$ cat config.mk
export PLATFORM = sky130hd
export DESIGN_NAME = knob_set_countdown_timer
export DESIGN_NICKNAME = d
export VERILOG_FILES = /design/src/hdl/kst_pkg.sv /design/src/hdl/kst_cfg_regs.sv /design/src/hdl/kst_core.sv /design/src/hdl/knob_set_countdown_timer.sv
export VERILOG_INCLUDE_DIRS = /design/src /design/src/hdl
export SDC_FILE = /design/constraint.sdc
export NUM_CORES = 1
export LEC_CHECK = 0
export BUFFER_PORTS_ARGS = -buffer_cell sky130_fd_sc_hd__buf_2
export CORE_MARGIN = 3
export CORE_UTILIZATION = 40
export CTS_BUF_LIST = sky130_fd_sc_hd__clkbuf_4 sky130_fd_sc_hd__clkbuf_8 sky130_fd_sc_hd__clkbuf_16
export DETAILED_ROUTE_END_ITERATION = 10
export PLACE_DENSITY = 0.62
export SYNTH_ARGS = -nofsm -noshare
export SYNTH_HDL_FRONTEND = slang
export SYNTH_HIERARCHICAL = 1
export SYNTH_SLANG_ARGS = --single-unit
$ cat constraint.sdc
create_clock -name i_clk -period 5.1 [get_ports i_clk]
set_clock_uncertainty 0.1 [all_clocks]
set_input_delay 0.51 -clock i_clk [delete_from_list [all_inputs] [get_ports i_clk]]
set_output_delay 0.51 -clock i_clk [all_outputs]
set_load 0.02 [all_outputs]
$ cat src/hdl/knob_set_countdown_timer_macros.svh
// Assertion macros for the knob-set countdown timer.
`ifndef KNOB_SET_COUNTDOWN_TIMER_MACROS_SVH
`define KNOB_SET_COUNTDOWN_TIMER_MACROS_SVH
`ifndef SYNTHESIS
// Same-cycle implication, disabled while reset is low.
`define KST_ASSERT_SAME(label, clk, rst_n, ante, cons) \
    label: assert property (@(posedge clk) disable iff (!(rst_n)) (ante) |-> (cons)) \
        else $error("kst assertion failed");
// Next-cycle implication, disabled while reset is low.
`define KST_ASSERT_NEXT(label, clk, rst_n, ante, cons) \
    label: assert property (@(posedge clk) disable iff (!(rst_n)) (ante) |=> (cons)) \
        else $error("kst assertion failed");
`else
`define KST_ASSERT_SAME(label, clk, rst_n, ante, cons)
`define KST_ASSERT_NEXT(label, clk, rst_n, ante, cons)
`endif
`endif

$ cat src/hdl/kst_pkg.sv
// Types and constants shared by the knob-set countdown timer modules.
`default_nettype none
package kst_pkg;

    localparam int CFG_ADDR_W = 4;
    localparam int CFG_DATA_W = 32;

    // register index, taken from paddr[3:2]
    localparam logic [1:0] REG_STEP_SECONDS     = 2'd0;
    localparam logic [1:0] REG_START_SECONDS    = 2'd1;
    localparam logic [1:0] REG_ALARM_REPEATS    = 2'd2;
    localparam logic [1:0] REG_TICKS_PER_SECOND = 2'd3;

    localparam logic [7:0]  RST_STEP_SECONDS     = 8'd10;
    localparam logic [15:0] RST_START_SECONDS    = 16'd10;
    localparam logic [7:0]  RST_ALARM_REPEATS    = 8'd1;
    localparam logic [15:0] RST_TICKS_PER_SECOND = 16'd1000;

    localparam logic [1:0] BEV_NONE    = 2'd0;
    localparam logic [1:0] BEV_PUSH    = 2'd1;
    localparam logic [1:0] BEV_RELEASE = 2'd2;

    localparam logic [1:0] TEV_NONE  = 2'd0;
    localparam logic [1:0] TEV_LEFT  = 2'd1;
    localparam logic [1:0] TEV_RIGHT = 2'd2;

    localparam logic ACT_PIN  = 1'b0;
    localparam logic ACT_TICK = 1'b1;

    typedef struct packed {
        logic action;
        logic enc_a;
        logic enc_b;
        logic button_level;
    } t_in_item;

    typedef struct packed {
        logic [1:0]  button_event;
        logic [1:0]  turn_event;
        logic        pressed;
        logic        ring;
        logic [15:0] seconds_left;
        logic [15:0] seconds_top;
    } t_out_item;

    typedef struct packed {
        logic [7:0]  step_seconds;
        logic [15:0] start_seconds;
        logic [7:0]  alarm_repeats;
        logic [15:0] ticks_per_second;
    } t_cfg;

endpackage
`default_nettype wire

$ cat src/hdl/kst_cfg_regs.sv
// APB register file holding the timer configuration.
`default_nettype none
module kst_cfg_regs (
    input  wire logic                          i_clk,
    input  wire logic                          i_rst_n,
    input  wire logic                          psel,
    input  wire logic                          penable,
    input  wire logic                          pwrite,
    input  wire logic [kst_pkg::CFG_ADDR_W-1:0] paddr,
    input  wire logic [kst_pkg::CFG_DATA_W-1:0] pwdata,
    output logic      [kst_pkg::CFG_DATA_W-1:0] prdata,
    output kst_pkg::t_cfg                      o_cfg
);
    import kst_pkg::*;

    t_cfg       r_cfg;
    logic       w_wr;
    logic [1:0] w_idx;

    assign w_wr  = psel && penable && pwrite;
    assign w_idx = paddr[3:2];

    always_ff @(posedge i_clk) begin
        if (!i_rst_n) begin
            r_cfg.step_seconds     <= RST_STEP_SECONDS;
            r_cfg.start_seconds    <= RST_START_SECONDS;
            r_cfg.alarm_repeats    <= RST_ALARM_REPEATS;
            r_cfg.ticks_per_second <= RST_TICKS_PER_SECOND;
        end else if (w_wr) begin
            unique case (w_idx)
                REG_STEP_SECONDS:     r_cfg.step_seconds     <= pwdata[7:0];
                REG_START_SECONDS:    r_cfg.start_seconds    <= pwdata[15:0];
                REG_ALARM_REPEATS:    r_cfg.alarm_repeats    <= pwdata[7:0];
                REG_TICKS_PER_SECOND: r_cfg.ticks_per_second <= pwdata[15:0];
                default: ;
            endcase
        end
    end

    always_comb begin
        unique case (w_idx)
            REG_STEP_SECONDS:     prdata = {24'd0, r_cfg.step_seconds};
            REG_START_SECONDS:    prdata = {16'd0, r_cfg.start_seconds};
            REG_ALARM_REPEATS:    prdata = {24'd0, r_cfg.alarm_repeats};
            REG_TICKS_PER_SECOND: prdata = {16'd0, r_cfg.ticks_per_second};
            default:              prdata = '0;
        endcase
    end

    assign o_cfg = r_cfg;

endmodule
`default_nettype wire

$ cat src/hdl/kst_core.sv
// Timer state and the per-item decode, count and alarm logic.
`default_nettype none
module kst_core (
    input  wire logic              i_clk,
    input  wire logic              i_rst_n,
    input  wire logic              i_en,
    input  wire kst_pkg::t_in_item i_item,
    input  wire kst_pkg::t_cfg     i_cfg,
    output kst_pkg::t_out_item     o_result
);
    import kst_pkg::*;

    logic [1:0]  r_last_single, n_last_single;
    logic [1:0]  r_last_rest,   n_last_rest;
    logic        r_last_button, n_last_button;
    logic [15:0] r_remaining,   n_remaining;
    logic [15:0] r_top,         n_top;
    logic [7:0]  r_rings,       n_rings;
    logic [15:0] r_ms,          n_ms;

    logic        w_pin;
    logic [1:0]  w_phase;
    logic        w_release;
    logic        w_push;
    logic [15:0] w_rem_base;
    logic [15:0] w_top_base;
    logic [16:0] w_sum;
    logic [15:0] w_rem_up;
    logic [15:0] w_rem_dn;
    logic [15:0] w_step;
    logic        w_detent;
    logic [15:0] w_ms_inc;
    logic        w_second;
    logic [1:0]  w_bev;
    logic [1:0]  w_tev;
    logic        w_ring;

    assign w_pin     = (i_item.action == ACT_PIN);
    assign w_phase   = {i_item.enc_b, i_item.enc_a};
    assign w_release = w_pin && i_item.button_level && !r_last_button;
    assign w_push    = w_pin && !i_item.button_level && r_last_button;

    // release loads the count before the detent of the same sample applies
    assign w_rem_base = w_release ? i_cfg.start_seconds : r_remaining;
    assign w_top_base = w_release ? i_cfg.start_seconds : r_top;
    assign w_step     = {8'd0, i_cfg.step_seconds};
    assign w_sum      = {1'b0, w_rem_base} + {1'b0, w_step};
    assign w_rem_up   = w_sum[16] ? 16'hFFFF : w_sum[15:0];
    assign w_rem_dn   = (w_rem_base >= w_step) ? (w_rem_base - w_step) : 16'd0;
    assign w_detent   = (w_phase == 2'd0) && (r_last_rest != 2'd0);

    assign w_ms_inc = (r_ms != 16'hFFFF) ? (r_ms + 16'd1) : r_ms;
    assign w_second = (w_ms_inc >= i_cfg.ticks_per_second);

    always_comb begin
        n_last_single = r_last_single;
        n_last_rest   = r_last_rest;
        n_last_button = r_last_button;
        n_remaining   = r_remaining;
        n_top         = r_top;
        n_rings       = r_rings;
        n_ms          = r_ms;
        w_bev         = BEV_NONE;
        w_tev         = TEV_NONE;
        w_ring        = 1'b0;
        if (!w_pin) begin
            n_ms = w_ms_inc;
            if (w_second) begin
                n_ms = 16'd0;
                if (r_remaining != 16'd0) begin
                    n_remaining = r_remaining - 16'd1;
                end else if (r_rings != 8'd0) begin
                    w_ring  = 1'b1;
                    n_rings = r_rings - 8'd1;
                end
            end
        end else begin
            n_last_button = i_item.button_level;
            n_remaining   = w_rem_base;
            n_top         = w_top_base;
            if (w_release) begin
                w_bev   = BEV_RELEASE;
                n_ms    = 16'd0;
                n_rings = i_cfg.alarm_repeats;
            end else if (w_push) begin
                w_bev = BEV_PUSH;
            end
            // rest phases are both-low and both-high; the rest are single-high
            if (w_phase == 2'd0 || w_phase == 2'd3) begin
                if (w_detent) begin
                    if (r_last_single[0]) begin
                        w_tev       = TEV_RIGHT;
                        n_remaining = w_rem_up;
                        if (w_rem_up > w_top_base) begin
                            n_top = w_rem_up;
                        end
                    end else begin
                        w_tev       = TEV_LEFT;
                        n_remaining = w_rem_dn;
                    end
                end
                n_last_rest = w_phase;
            end else begin
                n_last_single = w_phase;
            end
        end
    end

    always_ff @(posedge i_clk) begin
        if (!i_rst_n) begin
            r_last_single <= 2'd0;
            r_last_rest   <= 2'd0;
            r_last_button <= 1'b0;
            r_remaining   <= 16'd0;
            r_top         <= 16'd0;
            r_rings       <= 8'd0;
            r_ms          <= 16'd0;
        end else if (i_en) begin
            r_last_single <= n_last_single;
            r_last_rest   <= n_last_rest;
            r_last_button <= n_last_button;
            r_remaining   <= n_remaining;
            r_top         <= n_top;
            r_rings       <= n_rings;
            r_ms          <= n_ms;
        end
    end

    always_comb begin
        o_result.button_event = w_bev;
        o_result.turn_event   = w_tev;
        o_result.pressed      = !n_last_button;
        o_result.ring         = w_ring;
        o_result.seconds_left = n_remaining;
        o_result.seconds_top  = n_top;
    end

endmodule
`default_nettype wire

$ cat src/hdl/knob_set_countdown_timer.sv
// Countdown timer set by a rotary encoder and push-button: top level.
//
// Input channel (i_in_valid / i_in_data / o_in_stall): each transfer is either
// a pin sample (encoder lines and button level) or a one millisecond tick.
// Output channel (o_out_valid / o_out_data / i_out_stall): exactly one result
// per input transfer, in order: button and detent events, pressed flag, alarm
// ring, seconds left and the top value for a progress display.
// Two register stages: the input register, then the state update and result
// register. An item passes from the input register through the state update
// into the result register, which holds it for the output transfer.
// Throughput is one item per cycle while the receiver does not stall; the state
// update is a single pass of compare and add logic.
// When the receiver stalls, the result register holds; the input register
// still takes one more item, after which o_in_stall rises until the result
// moves on.
// Configuration sits on the APB port: step_seconds at 0x0, start_seconds at
// 0x4, alarm_repeats at 0x8, ticks_per_second at 0xC. pready is tied high.
// Reset (synchronous, active low) empties both registers, clears the timer
// state and loads the register defaults (10, 10, 1, 1000).
`default_nettype none
`include "knob_set_countdown_timer_macros.svh"
module knob_set_countdown_timer (
    input  wire logic                           i_clk,
    input  wire logic                           i_rst_n,
    input  wire logic                           i_in_valid,
    input  wire kst_pkg::t_in_item              i_in_data,
    output logic                                o_in_stall,
    output logic                                o_out_valid,
    output kst_pkg::t_out_item                  o_out_data,
    input  wire logic                           i_out_stall,
    input  wire logic                           psel,
    input  wire logic                           penable,
    input  wire logic                           pwrite,
    input  wire logic [kst_pkg::CFG_ADDR_W-1:0] paddr,
    input  wire logic [kst_pkg::CFG_DATA_W-1:0] pwdata,
    output logic      [kst_pkg::CFG_DATA_W-1:0] prdata,
    output logic                                pready
);
    import kst_pkg::*;

    t_cfg      w_cfg;
    t_in_item  r_in;
    logic      r_in_valid;
    t_out_item r_out;
    logic      r_out_valid;
    t_out_item w_result;
    logic      w_advance;
    logic      w_in_take;
    logic      w_en;

    assign pready = 1'b1;

    kst_cfg_regs u_cfg (
        .i_clk   (i_clk),
        .i_rst_n (i_rst_n),
        .psel    (psel),
        .penable (penable),
        .pwrite  (pwrite),
        .paddr   (paddr),
        .pwdata  (pwdata),
        .prdata  (prdata),
        .o_cfg   (w_cfg)
    );

    // result register free or being drained this cycle
    assign w_advance  = !r_out_valid || !i_out_stall;
    assign o_in_stall = r_in_valid && !w_advance;
    assign w_in_take  = !o_in_stall;
    assign w_en       = r_in_valid && w_advance;

    kst_core u_core (
        .i_clk    (i_clk),
        .i_rst_n  (i_rst_n),
        .i_en     (w_en),
        .i_item   (r_in),
        .i_cfg    (w_cfg),
        .o_result (w_result)
    );

    always_ff @(posedge i_clk) begin
        if (!i_rst_n) begin
            r_in_valid  <= 1'b0;
            r_out_valid <= 1'b0;
        end else begin
            if (w_in_take) begin
                r_in_valid <= i_in_valid;
            end
            if (w_advance) begin
                r_out_valid <= r_in_valid;
            end
        end
    end

    always_ff @(posedge i_clk) begin
        if (w_in_take && i_in_valid) begin
            r_in <= i_in_data;
        end
        if (w_en) begin
            r_out <= w_result;
        end
    end

    assign o_out_valid = r_out_valid;
    assign o_out_data  = r_out;

    `KST_ASSERT_SAME(a_left_within_top, i_clk, i_rst_n, o_out_valid,
        o_out_data.seconds_left <= o_out_data.seconds_top)
    `KST_ASSERT_SAME(a_ring_only_on_tick, i_clk, i_rst_n, o_out_valid && o_out_data.ring,
        o_out_data.button_event == BEV_NONE && o_out_data.turn_event == TEV_NONE)
    `KST_ASSERT_SAME(a_event_matches_pressed, i_clk, i_rst_n,
        o_out_valid && o_out_data.button_event != BEV_NONE,
        o_out_data.pressed == (o_out_data.button_event == BEV_PUSH))
    `KST_ASSERT_NEXT(a_item_reaches_output, i_clk, i_rst_n, w_en, o_out_valid)

endmodule
`default_nettype wire

==> reports/metrics.csv <==
stage;metric;value;unit
outcome;outcome;complete, but fails checks;
outcome;failed_checks;setup timing;
power_and_ir_drop;pwr-share-comb;15.8;%
sta;slew_viol_final;0;
power_and_ir_drop;clock_power_share;41.8;%
detailed_routing;wl;32060;um
clock_tree;cts_sinks;152;
worst_setup_path;path_class;flop to flop;
place;place_congestion;0.9461;
power_and_ir_drop;p_switching;881.4;uW
die;fp.dieW;166.3;um
place;io_buffers;84;
place;pre_cts_ws;-0.2054;ns
power_and_ir_drop;p_int;2195;uW
detailed_routing;drt_iter0_drc;831;
worst_setup_path;worst_r2r_path_depth;24;
clock_tree;clock_latency;0.44;ns
grt;grt_overflow;0;
power_and_ir_drop;power.leakage;0.005513;uW
sta;max_freq;195.9;MHz
worst_setup_path;r2r-start;r_in[3];
worst_setup_path;cp_max_fo;8;
clock_tree;htreeDepth;4;
cells_and_area;multi_input_area;0.006679;sq mm
power_and_ir_drop;power_density;240.5;mW/mm^2
yosys;ys_seq_area_share;33.68;%
worst_setup_path;critPathCapture;o_out_data[9];
clock_tree;clockBufferDepth;2;
yosys;synth_top_area_share;21.42;%
worst_setup_path;cp-start-kind;flop;
grt;grt_max_degree;109;
grt;grt_pass1_vias;8818;
worst_setup_path;timing.rr.end;o_out_data[9];
yosys;synthTopCellsByArea;dfxtp_1, edfxtp_1, mux2i_1, ha_1, nand2_1;
worst_setup_path;endpoint_kind;flop;
yosys;postSynthAreaPerCell;8.505;sq um
clock_tree;clkSlewWorstSetupHoldPaths;0.06;ns
grt;antenna_found_initial;0;
die;die-area;0.02767;sq mm
detailed_routing;drt-pass1-iter-count;5;
detailed_routing;ant_nets;0;
cells_and_area;diodes;0;
cells_and_area;drive_above_1_share;24.95;%
hold_path;hold_start;i_in_data[0];
cells_and_area;final_cell_mix;nand2_1, dfxtp_1, buf_4, buf_2, mux2i_1;
yosys;async_reset_ff_share;0;%
job;cap_violations;0;
sta;tightest_slew;1.152;ns
power_and_ir_drop;seqPwrFrac;42.3;%
cells_and_area;area_growth;24.43;%
worst_setup_path;crit_chain;or3b_4 > clkinv_4 > nand2_2 > a21boi_2 > inv_1 > ha_2 > inv_2 > fa_2 > or3_4 > a221oi_4 > buf_6 > nor3_2 > a311o_1 > ha_1 > nand3_2 > nor2_2 > o31ai_2 > a21oi_2 > o221ai_4 > buf_12 > buf_6 > nor2_4 > a211oi_2 > a21o_1;
yosys;synth_area;0.01028;sq mm
sta;timing.slew.headroom;23.18;%
yosys;synth_area_leader_cell;dfxtp_1;
worst_setup_path;cpMostUsedCell;buf_6;
sta;fin_crit_sh;100.1;%
worst_setup_path;slowest_stage;or3b_4;
yosys;ys_ff_latch;152;
yosys;ys_types;77;
yosys;yosys_most_used_dff;dfxtp_1;
grt;grt_pass1_wl;48950;um
sta;fin_crit;5.105;ns
sta;setup_ws;-0.004721;ns
sta;hold_slack;0.1518;ns
cells_and_area;layout_commonest_cell;nand2_1;
detailed_routing;drc_errors;0;
die;ioPinCount;120;
clock_tree;cts_tree;yes;
die;chipHeight;166.3;um
die;core;0.02525;sq mm
die;rows;58;
cells_and_area;final_nets;1458;
sta;hold_violations;0;
cells_and_area;fill_cells;2387;
worst_setup_path;cp.arrival;5.19;ns
worst_setup_path;r2r_slack;-0.005;ns
yosys;syn_inst;1209;
grt;track_usage;22.12;%
hold_path;holdCritPathClass;input port to flop;
worst_setup_path;cp-startpoint;r_in[3];
worst_setup_path;required;5.18;ns
detailed_routing;vias;9591;
clock_tree;cts-root-buf;clkbuf_16;
worst_setup_path;critPathMaxStageDelay;0.46;ns
place;hpwlAfterDp;23260;um
detailed_routing;via_per_inst;5.652;
die;start_util;40.72;%
power_and_ir_drop;vdd_ir_drop_max;0.1615;mV
detailed_routing;wire_per_inst;18.89;um
sta;rsz0062_at_grt;yes;
sta;setup_viol;1;
clock_tree;cts_buffers;17;
yosys;synth-edff-count;42;
power_and_ir_drop;switching_share;28.65;%
yosys;ys_warn_count;6;
cells_and_area;seq_area;0.003463;sq mm
sequential cells by signal, indices dropped and copies added, names as in the netlist, 2 cells and up:
signal / cells
o_out_data: 38
u_core/r_ms: 16
u_core/r_top: 16
u_cfg/o_cfg: 48
u_core/r_rings: 8
u_core/r_remaining: 16
r_in: 4
u_core/r_last_rest: 2
Yosys cell counts (13+ instances only):
cell type and number:
a31oi_1 21, nor3_1 23, nand4_1 18, nand2_1 158, xor2_1 16, nor2b_1 39, xnor2_1 28, ha_1 55
inv_1 53, nand3_1 33, buf_4 21, a211oi_1 13, a21oi_1 64, dfxtp_1 110, edfxtp_1 42, nor2_1 93
o221ai_1 13, o21ai_0 69, a21o_1 17, clkbuf_1 44, mux2i_1 84
through the flow:
step	area [sq um]	power (uW)	cells	TNS (ns)	util (%)
global route	12790	3193	1697	-3.883	50.66
finish	12790	3077	1697	-0.004721	50.66
global placement	11560	1772	1651	-3.674	45.79
CTS	12200	3062	1683	0	48.30
detailed placement	11560	1777	1651	-3.768	45.79
floorplan	10430	1642	1224	-0.006171	-
layer usage:
metal	vias to the layer above	GRT usage (%)	routed length, um	part of all wire, %
met5	-	0	0	0
met4	0	5.811	793	2.5
met3	51	3.285	1661	5.2
met2	337	36.73	15310	48
met1	4593	30.35	14300	45
li1	4610	-	-	-
what timing repair did:
action                                  CTS  global route
buffers inserted                          0             9
gates cloned                              0             5
resized for setup                        11           111
hold buffers                              0             0
pin swaps                                 7            41
endpoints found under the setup margin   31            39
power groups by stage:
stage / Sequential, uW / Clock, uW / Combinational (uW)
floorplan: 1340 / 0 / 302
global placement: 1330 / 0 / 445
detailed placement: 1330 / 0 / 450
CTS: 1300 / 1310 / 455
global route: 1300 / 1360 / 532
finish: 1300 / 1290 / 487
worst min-delay path by stage:
stage / endpoint / slack, ns / cells past startpoint
finish: r_in[0] / 0.15 / 1
global route: r_in[0] / 0.13 / 1
CTS: r_in[0] / 0.13 / 1
floorplan: u_cfg/o_cfg[20] / 0.34 / 2
global placement: u_cfg/o_cfg[23] / 0.36 / 2
detailed placement: u_cfg/o_cfg[11] / 0.37 / 2
kinds of logic after synthesis:
group | Yosys count | share of synthesized area [%]
AOI/OAI and AO/OA | 272 | 17.04
xor gates and xnor gates | 44 | 3.748
adders and majority gates | 57 | 7.082
buffers and inverters | 143 | 6.693
DFF | 152 | 33.68
muxes | 103 | 11.18
other | 2 | 0.07304
and+or+nand+nor | 436 | 20.50
final cells by class:
class                   count  share of cell area, %
well taps                 330                  3.227
multi-input cells         930                  52.20
inverters                  54                  1.623
clock buffers              19                  3.442
flip-flops and latches    152                  27.07
repair buffers            199                  11.29
clock inverters            13                  1.144
worst max-delay path: cells and delay by family, from the launching register on:
family                     cells  cell delay (ns)
DFF                            1             0.38
AOI/OAI and AO/OA              8             1.56
and+or+nand+nor                7             1.25
buffers and inverters          6             0.69
adders and majority gates      3             0.86
Note: power is estimated with default switching activity, not from simulation.
